`src/sv/hsvrgb_pkg.sv`:
```
// ----------------------------------------------------------------------------
// hsvrgb_pkg
// Shared constants, types and helpers for the HSV to RGB converter.
// ----------------------------------------------------------------------------
`default_nettype none

package hsvrgb_pkg;

	localparam int unsigned HUE_W    = 16;
	localparam int unsigned CHAN_W   = 8;
	localparam int unsigned FRAC_W   = 12;
	localparam int unsigned PROD_W   = 20;	// saturation * fraction, and D
	localparam int unsigned NUM_W    = 28;	// value * (D - s*f)
	localparam int unsigned QUO_W    = 16;	// numerator / 3840
	localparam int unsigned RCP_W    = 21;

	localparam logic [HUE_W-1:0]  HUE_TURN   = 16'd23040;	// 360 degrees
	localparam logic [HUE_W-1:0]  HUE_SECTOR = 16'd3840;	// 60 degrees
	localparam logic [FRAC_W-1:0] FRAC_FULL  = 12'd3840;
	localparam logic [PROD_W-1:0] FRAC_DENOM = 20'd979200;	// 255 * 3840
	localparam logic [CHAN_W-1:0] CHAN_MAX   = 8'd255;

	// ceil(2^24 / 15): exact floor(y / 15) for y below 2^20
	localparam logic [RCP_W-1:0]  RECIP15    = 21'd1118482;
	localparam int unsigned       RCP_SHIFT  = 24;

	typedef enum logic [2:0] {
		SEC_0 = 3'd0,
		SEC_1 = 3'd1,
		SEC_2 = 3'd2,
		SEC_3 = 3'd3,
		SEC_4 = 3'd4,
		SEC_5 = 3'd5
	} sector_t;

	typedef struct packed {
		sector_t             sector;
		logic [FRAC_W-1:0]   frac;		// position within the sector
		logic [FRAC_W-1:0]   frac_c;	// 3840 - frac
	} hue_split_t;

	// floor(x / 255), exact for x up to 255 * 256 - 1
	function automatic logic [CHAN_W-1:0] div255(input logic [QUO_W-1:0] x);
		logic [QUO_W:0] sum;
		sum = {1'b0, x} + {9'd0, x[QUO_W-1:8]} + 17'd1;
		return sum[QUO_W-1:8];
	endfunction

endpackage

`default_nettype wire

```
`src/sv/hsvrgb_hue_split.sv`:
```
// ----------------------------------------------------------------------------
// hsvrgb_hue_split
// Folds out-of-range hue to zero and splits it into sector and fraction.
// ----------------------------------------------------------------------------
`default_nettype none

module hsvrgb_hue_split (
	input  wire logic [hsvrgb_pkg::HUE_W-1:0] hue,
	output hsvrgb_pkg::hue_split_t             split
);

	logic [hsvrgb_pkg::HUE_W-1:0] h;
	logic [hsvrgb_pkg::HUE_W-1:0] base;
	logic [hsvrgb_pkg::HUE_W-1:0] rem;
	hsvrgb_pkg::sector_t          sec;

	assign h = (hue >= hsvrgb_pkg::HUE_TURN) ? '0 : hue;

	always_comb begin
		if (h < hsvrgb_pkg::HUE_SECTOR) begin
			sec  = hsvrgb_pkg::SEC_0;
			base = 16'd0;
		end else if (h < 16'd7680) begin
			sec  = hsvrgb_pkg::SEC_1;
			base = 16'd3840;
		end else if (h < 16'd11520) begin
			sec  = hsvrgb_pkg::SEC_2;
			base = 16'd7680;
		end else if (h < 16'd15360) begin
			sec  = hsvrgb_pkg::SEC_3;
			base = 16'd11520;
		end else if (h < 16'd19200) begin
			sec  = hsvrgb_pkg::SEC_4;
			base = 16'd15360;
		end else begin
			sec  = hsvrgb_pkg::SEC_5;
			base = 16'd19200;
		end
	end

	assign rem = h - base;

	assign split.sector = sec;
	assign split.frac   = rem[hsvrgb_pkg::FRAC_W-1:0];
	assign split.frac_c = hsvrgb_pkg::FRAC_FULL - rem[hsvrgb_pkg::FRAC_W-1:0];

endmodule

`default_nettype wire

```
`src/sv/hsvrgb_div_d.sv`:
```
// ----------------------------------------------------------------------------
// hsvrgb_div_d
// Divides a channel numerator by 255 * 3840: a registered reciprocal
// multiply for the /3840 part, then a shift-add /255 on the quotient.
// ----------------------------------------------------------------------------
`default_nettype none

module hsvrgb_div_d (
	input  wire logic                           clk,
	input  wire logic                           en,
	input  wire logic [hsvrgb_pkg::NUM_W-1:0]   num,
	output logic      [hsvrgb_pkg::CHAN_W-1:0]  level
);

	localparam int unsigned SHR_W = hsvrgb_pkg::NUM_W - 8;
	localparam int unsigned MUL_W = SHR_W + hsvrgb_pkg::RCP_W;

	logic [SHR_W-1:0]              num_shr;
	logic [MUL_W-1:0]              prod;
	logic [hsvrgb_pkg::QUO_W-1:0]  quo_s4;

	// /3840 = />>8 then /15
	assign num_shr = num[hsvrgb_pkg::NUM_W-1:8];
	assign prod    = MUL_W'(num_shr) * MUL_W'(hsvrgb_pkg::RECIP15);

	always_ff @(posedge clk) begin
		if (en) begin
			quo_s4 <= prod[hsvrgb_pkg::RCP_SHIFT +: hsvrgb_pkg::QUO_W];
		end
	end

	assign level = hsvrgb_pkg::div255(quo_s4);

endmodule

`default_nettype wire

```
`src/sv/hsv_to_rgb_converter.sv`:
```
// Each request passes the stage registers s1 to s5 in order; s5 is the output register.
// Throughput: one request per cycle; the five stages advance together and
// hold as a whole while the output register waits on out_ready.
// Reset clears the stage valid bits only; the datapath registers are not reset.
// ----------------------------------------------------------------------------
// hsv_to_rgb_converter
// Five-stage fixed-point HSV to RGB conversion with exact truncation.
// ----------------------------------------------------------------------------
`default_nettype none

module hsv_to_rgb_converter (
	input  wire logic                           clk,
	input  wire logic                           arst_n,
	input  wire logic                           in_valid,
	output logic                                in_ready,
	input  wire logic [hsvrgb_pkg::HUE_W-1:0]   hue,
	input  wire logic [hsvrgb_pkg::CHAN_W-1:0]  saturation,
	input  wire logic [hsvrgb_pkg::CHAN_W-1:0]  brightness,
	output logic                                out_valid,
	input  wire logic                           out_ready,
	output logic      [hsvrgb_pkg::CHAN_W-1:0]  red,
	output logic      [hsvrgb_pkg::CHAN_W-1:0]  green,
	output logic      [hsvrgb_pkg::CHAN_W-1:0]  blue
);

	localparam int unsigned CW = hsvrgb_pkg::CHAN_W;
	localparam int unsigned FW = hsvrgb_pkg::FRAC_W;
	localparam int unsigned PW = hsvrgb_pkg::PROD_W;
	localparam int unsigned NW = hsvrgb_pkg::NUM_W;
	localparam int unsigned QW = hsvrgb_pkg::QUO_W;

	logic adv;
	logic valid_s1, valid_s2, valid_s3, valid_s4, valid_s5;

	hsvrgb_pkg::hue_split_t split;
	hsvrgb_pkg::hue_split_t split_s1;
	logic [CW-1:0]          sat_s1, val_s1;

	logic [PW-1:0]          gq_s2, gt_s2;
	logic [QW-1:0]          pprod_s2;
	hsvrgb_pkg::sector_t    sector_s2, sector_s3, sector_s4;
	logic [CW-1:0]          val_s2, val_s3, val_s4;

	logic [NW-1:0]          nq_s3, nt_s3;
	logic [CW-1:0]          p_s3, p_s4;

	logic [CW-1:0]          q_lvl, t_lvl;
	logic [CW-1:0]          r_nx, g_nx, b_nx;
	logic [CW-1:0]          red_s5, green_s5, blue_s5;

	// whole pipe moves unless the output holds an untaken result
	assign adv      = !valid_s5 || out_ready;
	assign in_ready = adv;

	always_ff @(posedge clk or negedge arst_n) begin
		if (!arst_n) begin
			valid_s1 <= 1'b0;
			valid_s2 <= 1'b0;
			valid_s3 <= 1'b0;
			valid_s4 <= 1'b0;
			valid_s5 <= 1'b0;
		end else if (adv) begin
			valid_s1 <= in_valid;
			valid_s2 <= valid_s1;
			valid_s3 <= valid_s2;
			valid_s4 <= valid_s3;
			valid_s5 <= valid_s4;
		end
	end

	hsvrgb_hue_split u_split (
		.hue   (hue),
		.split (split)
	);

	always_ff @(posedge clk) begin
		if (adv) begin
			// stage 1: sector and fraction
			split_s1  <= split;
			sat_s1    <= saturation;
			val_s1    <= brightness;
			// stage 2: s*f, s*(3840-f), v*(255-s)
			gq_s2     <= PW'(split_s1.frac) * PW'(sat_s1);
			gt_s2     <= PW'(split_s1.frac_c) * PW'(sat_s1);
			pprod_s2  <= QW'(val_s1) * QW'(hsvrgb_pkg::CHAN_MAX - sat_s1);
			sector_s2 <= split_s1.sector;
			val_s2    <= val_s1;
			// stage 3: v*(D - s*f) numerators, p level
			nq_s3     <= NW'(val_s2) * NW'(hsvrgb_pkg::FRAC_DENOM - gq_s2);
			nt_s3     <= NW'(val_s2) * NW'(hsvrgb_pkg::FRAC_DENOM - gt_s2);
			p_s3      <= hsvrgb_pkg::div255(pprod_s2);
			sector_s3 <= sector_s2;
			val_s3    <= val_s2;
			// stage 4: quotient registers live in the dividers
			p_s4      <= p_s3;
			sector_s4 <= sector_s3;
			val_s4    <= val_s3;
			// stage 5: output register
			red_s5    <= r_nx;
			green_s5  <= g_nx;
			blue_s5   <= b_nx;
		end
	end

	hsvrgb_div_d u_div_q (
		.clk   (clk),
		.en    (adv),
		.num   (nq_s3),
		.level (q_lvl)
	);

	hsvrgb_div_d u_div_t (
		.clk   (clk),
		.en    (adv),
		.num   (nt_s3),
		.level (t_lvl)
	);

	always_comb begin
		case (sector_s4)
			hsvrgb_pkg::SEC_0: begin
				r_nx = val_s4; g_nx = t_lvl;  b_nx = p_s4;
			end
			hsvrgb_pkg::SEC_1: begin
				r_nx = q_lvl;  g_nx = val_s4; b_nx = p_s4;
			end
			hsvrgb_pkg::SEC_2: begin
				r_nx = p_s4;   g_nx = val_s4; b_nx = t_lvl;
			end
			hsvrgb_pkg::SEC_3: begin
				r_nx = p_s4;   g_nx = q_lvl;  b_nx = val_s4;
			end
			hsvrgb_pkg::SEC_4: begin
				r_nx = t_lvl;  g_nx = p_s4;   b_nx = val_s4;
			end
			default: begin
				r_nx = val_s4; g_nx = p_s4;   b_nx = q_lvl;
			end
		endcase
	end

	assign out_valid = valid_s5;
	assign red       = red_s5;
	assign green     = green_s5;
	assign blue      = blue_s5;

endmodule

`default_nettype wire

```
`config.mk`:
```
export PLATFORM = sky130hd
export DESIGN_NAME = hsv_to_rgb_converter
export DESIGN_NICKNAME = d
export VERILOG_FILES = /design/src/sv/hsvrgb_pkg.sv /design/src/sv/hsvrgb_hue_split.sv /design/src/sv/hsvrgb_div_d.sv /design/src/sv/hsv_to_rgb_converter.sv
export SDC_FILE = /design/constraint.sdc
export NUM_CORES = 2
export LEC_CHECK = 0
export ABC_AREA = 1
export BUFFER_PORTS_ARGS = -buffer_cell sky130_fd_sc_hd__buf_4
export CAP_MARGIN = 20
export CORE_MARGIN = 4
export CORE_UTILIZATION = 50
export CTS_BUF_LIST = sky130_fd_sc_hd__clkbuf_4 sky130_fd_sc_hd__clkbuf_8 sky130_fd_sc_hd__clkbuf_16
export DETAILED_ROUTE_END_ITERATION = 8
export PLACE_DENSITY = 0.66
export SLEW_MARGIN = 20
export SYNTH_ARGS = -nofsm -noshare
export SYNTH_HDL_FRONTEND = slang
export SYNTH_SLANG_ARGS = --single-unit
```
`constraint.sdc`:
```
create_clock -name clk -period 8.35 [get_ports clk]
set_clock_uncertainty 0.1 [all_clocks]
set_input_delay 0.835 -clock clk [delete_from_list [all_inputs] [get_ports clk]]
set_output_delay 0.835 -clock clk [all_outputs]
set_load 0.005 [all_outputs]
```
Yosys cells after proc, flatten, opt, wreduce, memory -nomap -nowiden
Index checks and enable logic that the tools add are counted.

cells by class
  add/subtract/negate cells = 11
  magnitude comparators = 6
  shift operators = 0
  multiplexer cells = 13
  reductions and logical operators = 9
  bitwise operators = 0
  equality and inequality tests = 4
  $mul = 7
  div/mod/pow operators = 0

operators with widths
  cell                    number
  $mul 20x20->39 const B  2
  $pmux 8 s3              3
  $mul 9x21->28           2
  $add 16x1->16 const B   3
  $add 16x8->16           3
  $mux 12                 4
  $sub 20x20->21 const A  2
  $mul 12x8->20           2
  $lt 16x14->1 const B    2
  $ge 16x15->1 const B    1
  $lt 16x12->1 const B    1
  $lt 16x13->1 const B    1
  $lt 16x15->1 const B    1
  $mul 9x9->16            1
  $mux 16                 1
  $sub 12x12->12          1
  $sub 12x12->12 const A  1
  $mux 11                 1
  $reduce_or 2->1         5
  $sub 8x8->9 const A     1
  $eq 3x2->1 const B      2
  $mux 2                  2
  $reduce_or 4->1         1
  $eq 3x1->1 const B      1
  other kinds (5)         6

storage, ports and cells
  memories kept = 0
  output and inout port bits = 26
  ROM bits = 0
  memory bits (writable) = 0
  latch bits = 0
  flip-flop bits (word level) = 265
  input port bits = 36
  logic and storage cells = 80

Depth between registers and ports, before layout
  word-level depth = 10
  depth in mapped cells = 31
  gate-level depth less buffers = 30

Modules after synthesis
A second synthesis with hierarchy kept.

second synthesis, totals
  cell total of the unflattened synthesis = 5070
  area, all modules = 40906.7 um^2

by module, submodules not included
  module                area each (um^2)  cells an instance  times used  seq. area each (um^2)
  hsv_to_rgb_converter  29813.6           3553               1           6971.7
  hsvrgb_div_d          5142.4            681                2           480.5
  hsvrgb_hue_split      808.3             155                1           0.0

Least setup slack after synthesis
Ideal clock, no wire load.

  kind = in2reg
  start = input port out_ready
  end = register valid_s1
  data arrival time = 6926 ps
  slack = 1231 ps
  buffers on the path = 0
  stages = 3
  setup time = 93 ps
  required time = 8157 ps
  cells stage by stage = inv_1 > nand2_1 > mux2_2

on the way
  word-level cells in the longest chain between the ends = 1

RTL lines
  element               line                        source
  start, declared       hsv_to_rgb_converter.sv:20  input wire logic out_ready,
  $logic_or 1x1->1      hsv_to_rgb_converter.sv:52  assign adv = !valid_s5 || out_ready;
  named net in_ready    hsv_to_rgb_converter.sv:15  output logic in_ready,
  end signal, assigned  hsv_to_rgb_converter.sv:63  valid_s1 <= in_valid;
  end, declared         hsv_to_rgb_converter.sv:33  logic valid_s1, valid_s2, valid_s3, valid_s4, valid_s5;

The timed path passes the listed nets, and every way through them passes these cells.
A chain may end at the register's enable or synchronous reset.

Worst setup path after layout
  start = register gq_s2[0]
  end = register nq_s3[21] (data pin)

on the way
  word-level cells in the longest chain between the ends = 2

RTL lines
  element                 line                        source
  start, declared         hsv_to_rgb_converter.sv:39  logic [PW-1:0] gq_s2, gt_s2;
  start signal, assigned  hsv_to_rgb_converter.sv:83  gq_s2 <= PW'(split_s1.frac) * PW'(sat_s1);
  $sub 20x20->21          hsv_to_rgb_converter.sv:89  nq_s3 <= NW'(val_s2) * NW'(hsvrgb_pkg::FRAC_DENOM - gq_s2);
  $mul 9x21->28           hsv_to_rgb_converter.sv:89
  end signal, assigned    hsv_to_rgb_converter.sv:89
  end, declared           hsv_to_rgb_converter.sv:44  logic [NW-1:0] nq_s3, nt_s3;

Every way passes these cells.

==> out/results.tsv <==
stage	metric	value	unit
route	Vias	31970	
yosys	ys async rst share	2.02	%
layout	Filler Cell Count	7545	
floorplanning	area of the core	79300	um2
yosys	Yosys cell types	57	
route	DRC	0	
critical_path	Slowest cell on crit path	edfxtp_1	
layout	most frequent cells in the layout	inv_1 (1213), nand2_1 (1164), ha_1 (513), nor2_1 (478), fa_1 (478)	
place	DP Wirelength	81.9	mm
timing	Max-Slew Margin vs Limit	27.5	%
critical_path	WP data arrival	6.37	ns
floorplanning	Core Rows	103	
yosys	Mapped Cells	5124	
cts	clk_lat worst skew	0.57	ns
critical_path	worst r2r path cells	26	
critical_path	critical path class	register to register	
cts	Clock Sinks	247	
route	WL/cell	15.4	um
global_routing	first-pass GRT wire length	160	mm
timing	fmax	0.163	GHz
route	Routed WL	95.9	mm
timing	setup TNS	0	ns
critical_path	worst r2r dst	nq_s3[21]	
hold_path	worst hold-check path type	register to register	
floorplanning	io pins	62	
global_routing	initial antenna violation count	0	
critical_path	reg2reg setup slack	2.21	ns
status	status	finished, final reports clean	
place	IO Port Bufs	61	
floorplanning	height of the die	291	um
yosys	Yosys reg bits	247	
yosys	Syn. warnings	0	
floorplanning	die area	84900	um2
floorplanning	die width	291	um
critical_path	CP max stage delay	0.60	ns
route	Post-DRT Antenna Nets	0	
route	initial DRC count	1964	
cts	postcts setup bufs	0	
critical_path	CP Max Fanout	13	
layout	Post-layout nets	6178	
cts	CTS resizes	0	
layout	share of layout cells above drive strength 1	3.87	%
place	placer congestion estimate	0.921	
global_routing	largest net degree at the start of global routing	80	
timing	Worst-Margin Slew	1.09	ns
hold_path	Endpoint, Worst Hold	val_s4[4]	
critical_path	Setup crit end kind	register	
hold_path	hold path cells	0	
cts	CTS H-tree lvls	1	
yosys	Post-synth EDFFs	242	
hold_path	hold wc startpoint	val_s3[4]	
layout	Diodes inserted	0	
floorplanning	Initial Utilization	50.6	%
cts	CTS tree	yes	
yosys	syn_nets	6151	
critical_path	required time of the critical path	8.58	ns
layout	Layout area overhead	6.39	%
critical_path	Crit Reg-Reg Startpoint	gq_s2[0]	
critical_path	Startpoint Class	register	
cts	Clock transition at path regs	0.06	ns
timing	RSZ-0062 raised after global routing	no	
cts	CTS buffer count	29	
timing	Final setup viols	0	
layout	most common cell after layout, fill and taps aside	inv_1	
cts	clk root buf	clkbuf_16	
global_routing	vias in the first global route	32385	
yosys	sequential element share of the synthesized area	18.4	%
yosys	Netlist Area Pre-Place	40100	um2
global_routing	gr usage total	22.7	%
yosys	Synth Area per Inst	7.83	um2
timing	Tcrit/Tclk final	73.5	%
yosys	Primary FF master, synth	edfxtp_1	
flow_run	Max Cap Viol	0	
cts	buffer depth of the longest clock path	3	
timing	fin. max-slew vios	0	
timing	Period minus WS final	6.14	ns
global_routing	global route overflow	0	
route	total iterations of the first detailed-routing run	6	
route	vias per cell	5.14	
timing	Fin. Hold Viols	0	
## cell type report
cell class	count	area [um2]	share of cell area, %
Clock inverter	25	268	0.627
Clock buffer	29	726	1.70
Inverter	1224	4590	10.8
Timing Repair Buffer	81	611	1.43
Sequential cell	247	7390	17.3
Tap cell	1050	1310	3.08
Multi-Input combinational cell	3568	27800	65.1
## synthesized netlist by cell type, types with 3 or more instances
library cell | count | area (um2)
o21ai_0 | 109 | 546
nand2_2 | 11 | 68.8
o21ai_2 | 3 | 26.3
nor3_2 | 3 | 30.0
nand3_1 | 240 | 1200
fa_1 | 478 | 9570
nand4_1 | 72 | 450
o21bai_1 | 22 | 165
nor3_1 | 41 | 205
a31oi_1 | 7 | 43.8
clkbuf_2 | 14 | 70.1
a21oi_1 | 187 | 936
a21boi_0 | 5 | 37.5
mux2_2 | 3 | 33.8
dfrtp_1 | 5 | 125
a21o_1 | 18 | 135
ha_1 | 513 | 6420
or2_2 | 14 | 87.6
nand3b_1 | 8 | 60.1
inv_2 | 8 | 30.0
o21ai_1 | 6 | 30.0
nor4_1 | 7 | 43.8
a22oi_1 | 3 | 22.5
nor2_2 | 13 | 81.3
nand2_1 | 1165 | 4370
o31ai_1 | 4 | 30.0
inv_1 | 1214 | 4560
clkbuf_1 | 62 | 233
nor2_1 | 478 | 1790
o211ai_1 | 5 | 37.5
xnor2_1 | 33 | 289
buf_2 | 4 | 20.0
and2_1 | 6 | 37.5
and3_1 | 4 | 25.0
buf_4 | 3 | 22.5
o21a_1 | 10 | 75.1
edfxtp_1 | 242 | 7270
xor2_1 | 77 | 674
## routing by layer
metal  wire, um  vias to the layer above  GRT usage, %
li1           -                    15873             -
met1      42400                    15271          30.4
met2      47200                      698          40.2
met3       4020                      128          1.89
met4       2320                        0          5.28
met5          0                        -             0
## worst max path at each step
stage,cells past startpoint,startpoint,slack [ns],endpoint
after floorplan,3,out_ready,1.23,valid_s1
after global placement,26,gq_s2[0],2.30,nq_s3[21]
after detailed placement,26,gq_s2[0],2.24,nq_s3[21]
after CTS,26,gq_s2[0],2.25,nq_s3[21]
after global routing,26,gq_s2[0],1.80,nq_s3[20]
final,26,gq_s2[0],2.21,nq_s3[21]
## critical path, delay by kind of cell (launching register included)
kind          cells  cell delay (ns)
xor+xnor          1             0.08
simple gates     13             1.90
buf+inv           6             0.64
fa+ha+maj         6             2.61
flops             1             0.60
## sequential cells by signal, summed over array words and instances, names as in the netlist, 8 cells and up
signal,count
split_s1,26
gq_s2,20
nq_s3,20
nt_s3,20
gt_s2,19
pprod_s2,16
u_div_q.quo_s4,16
u_div_t.quo_s4,16
blue,8
green,8
p_s3,8
p_s4,8
red,8
sat_s1,8
val_s1,8
val_s2,8
val_s3,8
val_s4,8
## cells by family (layout without fill, tap and decap cells)
family                     Yosys count  after routing  share of synthesized area, %
xor gates and xnor gates           112            112                          2.48
and+or+nand+nor                   2076           2076                          21.4
adders and majority gates          991            991                          39.8
AOI/OAI and AO/OA                  386            386                          5.39
muxes                                3              3                        0.0842
DFF                                247            247                          18.4
buffers and inverters             1309           1359                          12.3
## timing repair
| item | CTS | global route |
|---|---|---|
| endpoints found under the hold margin | 5 | 0 |
| setup endpoints to repair | 0 | 0 |
| hold buffers | 1 | 0 |
## stage by stage
step                hold WS (ns)  setup WS, ns  util (%)  area [um2]  std cells
global route               0.317          1.80      53.9       42700       6224
floorplan                  0.300          1.23         -       40100       5124
CTS                        0.311          2.25      53.9       42700       6224
global placement           0.301          2.30      52.6       41700       6169
finish                     0.319          2.21      53.9       42700       6224
detailed placement         0.305          2.24      52.6       41700       6169
Power is not shown: default switching activity piles up to over one toggle a cycle in this logic, so the estimate is an artifact.
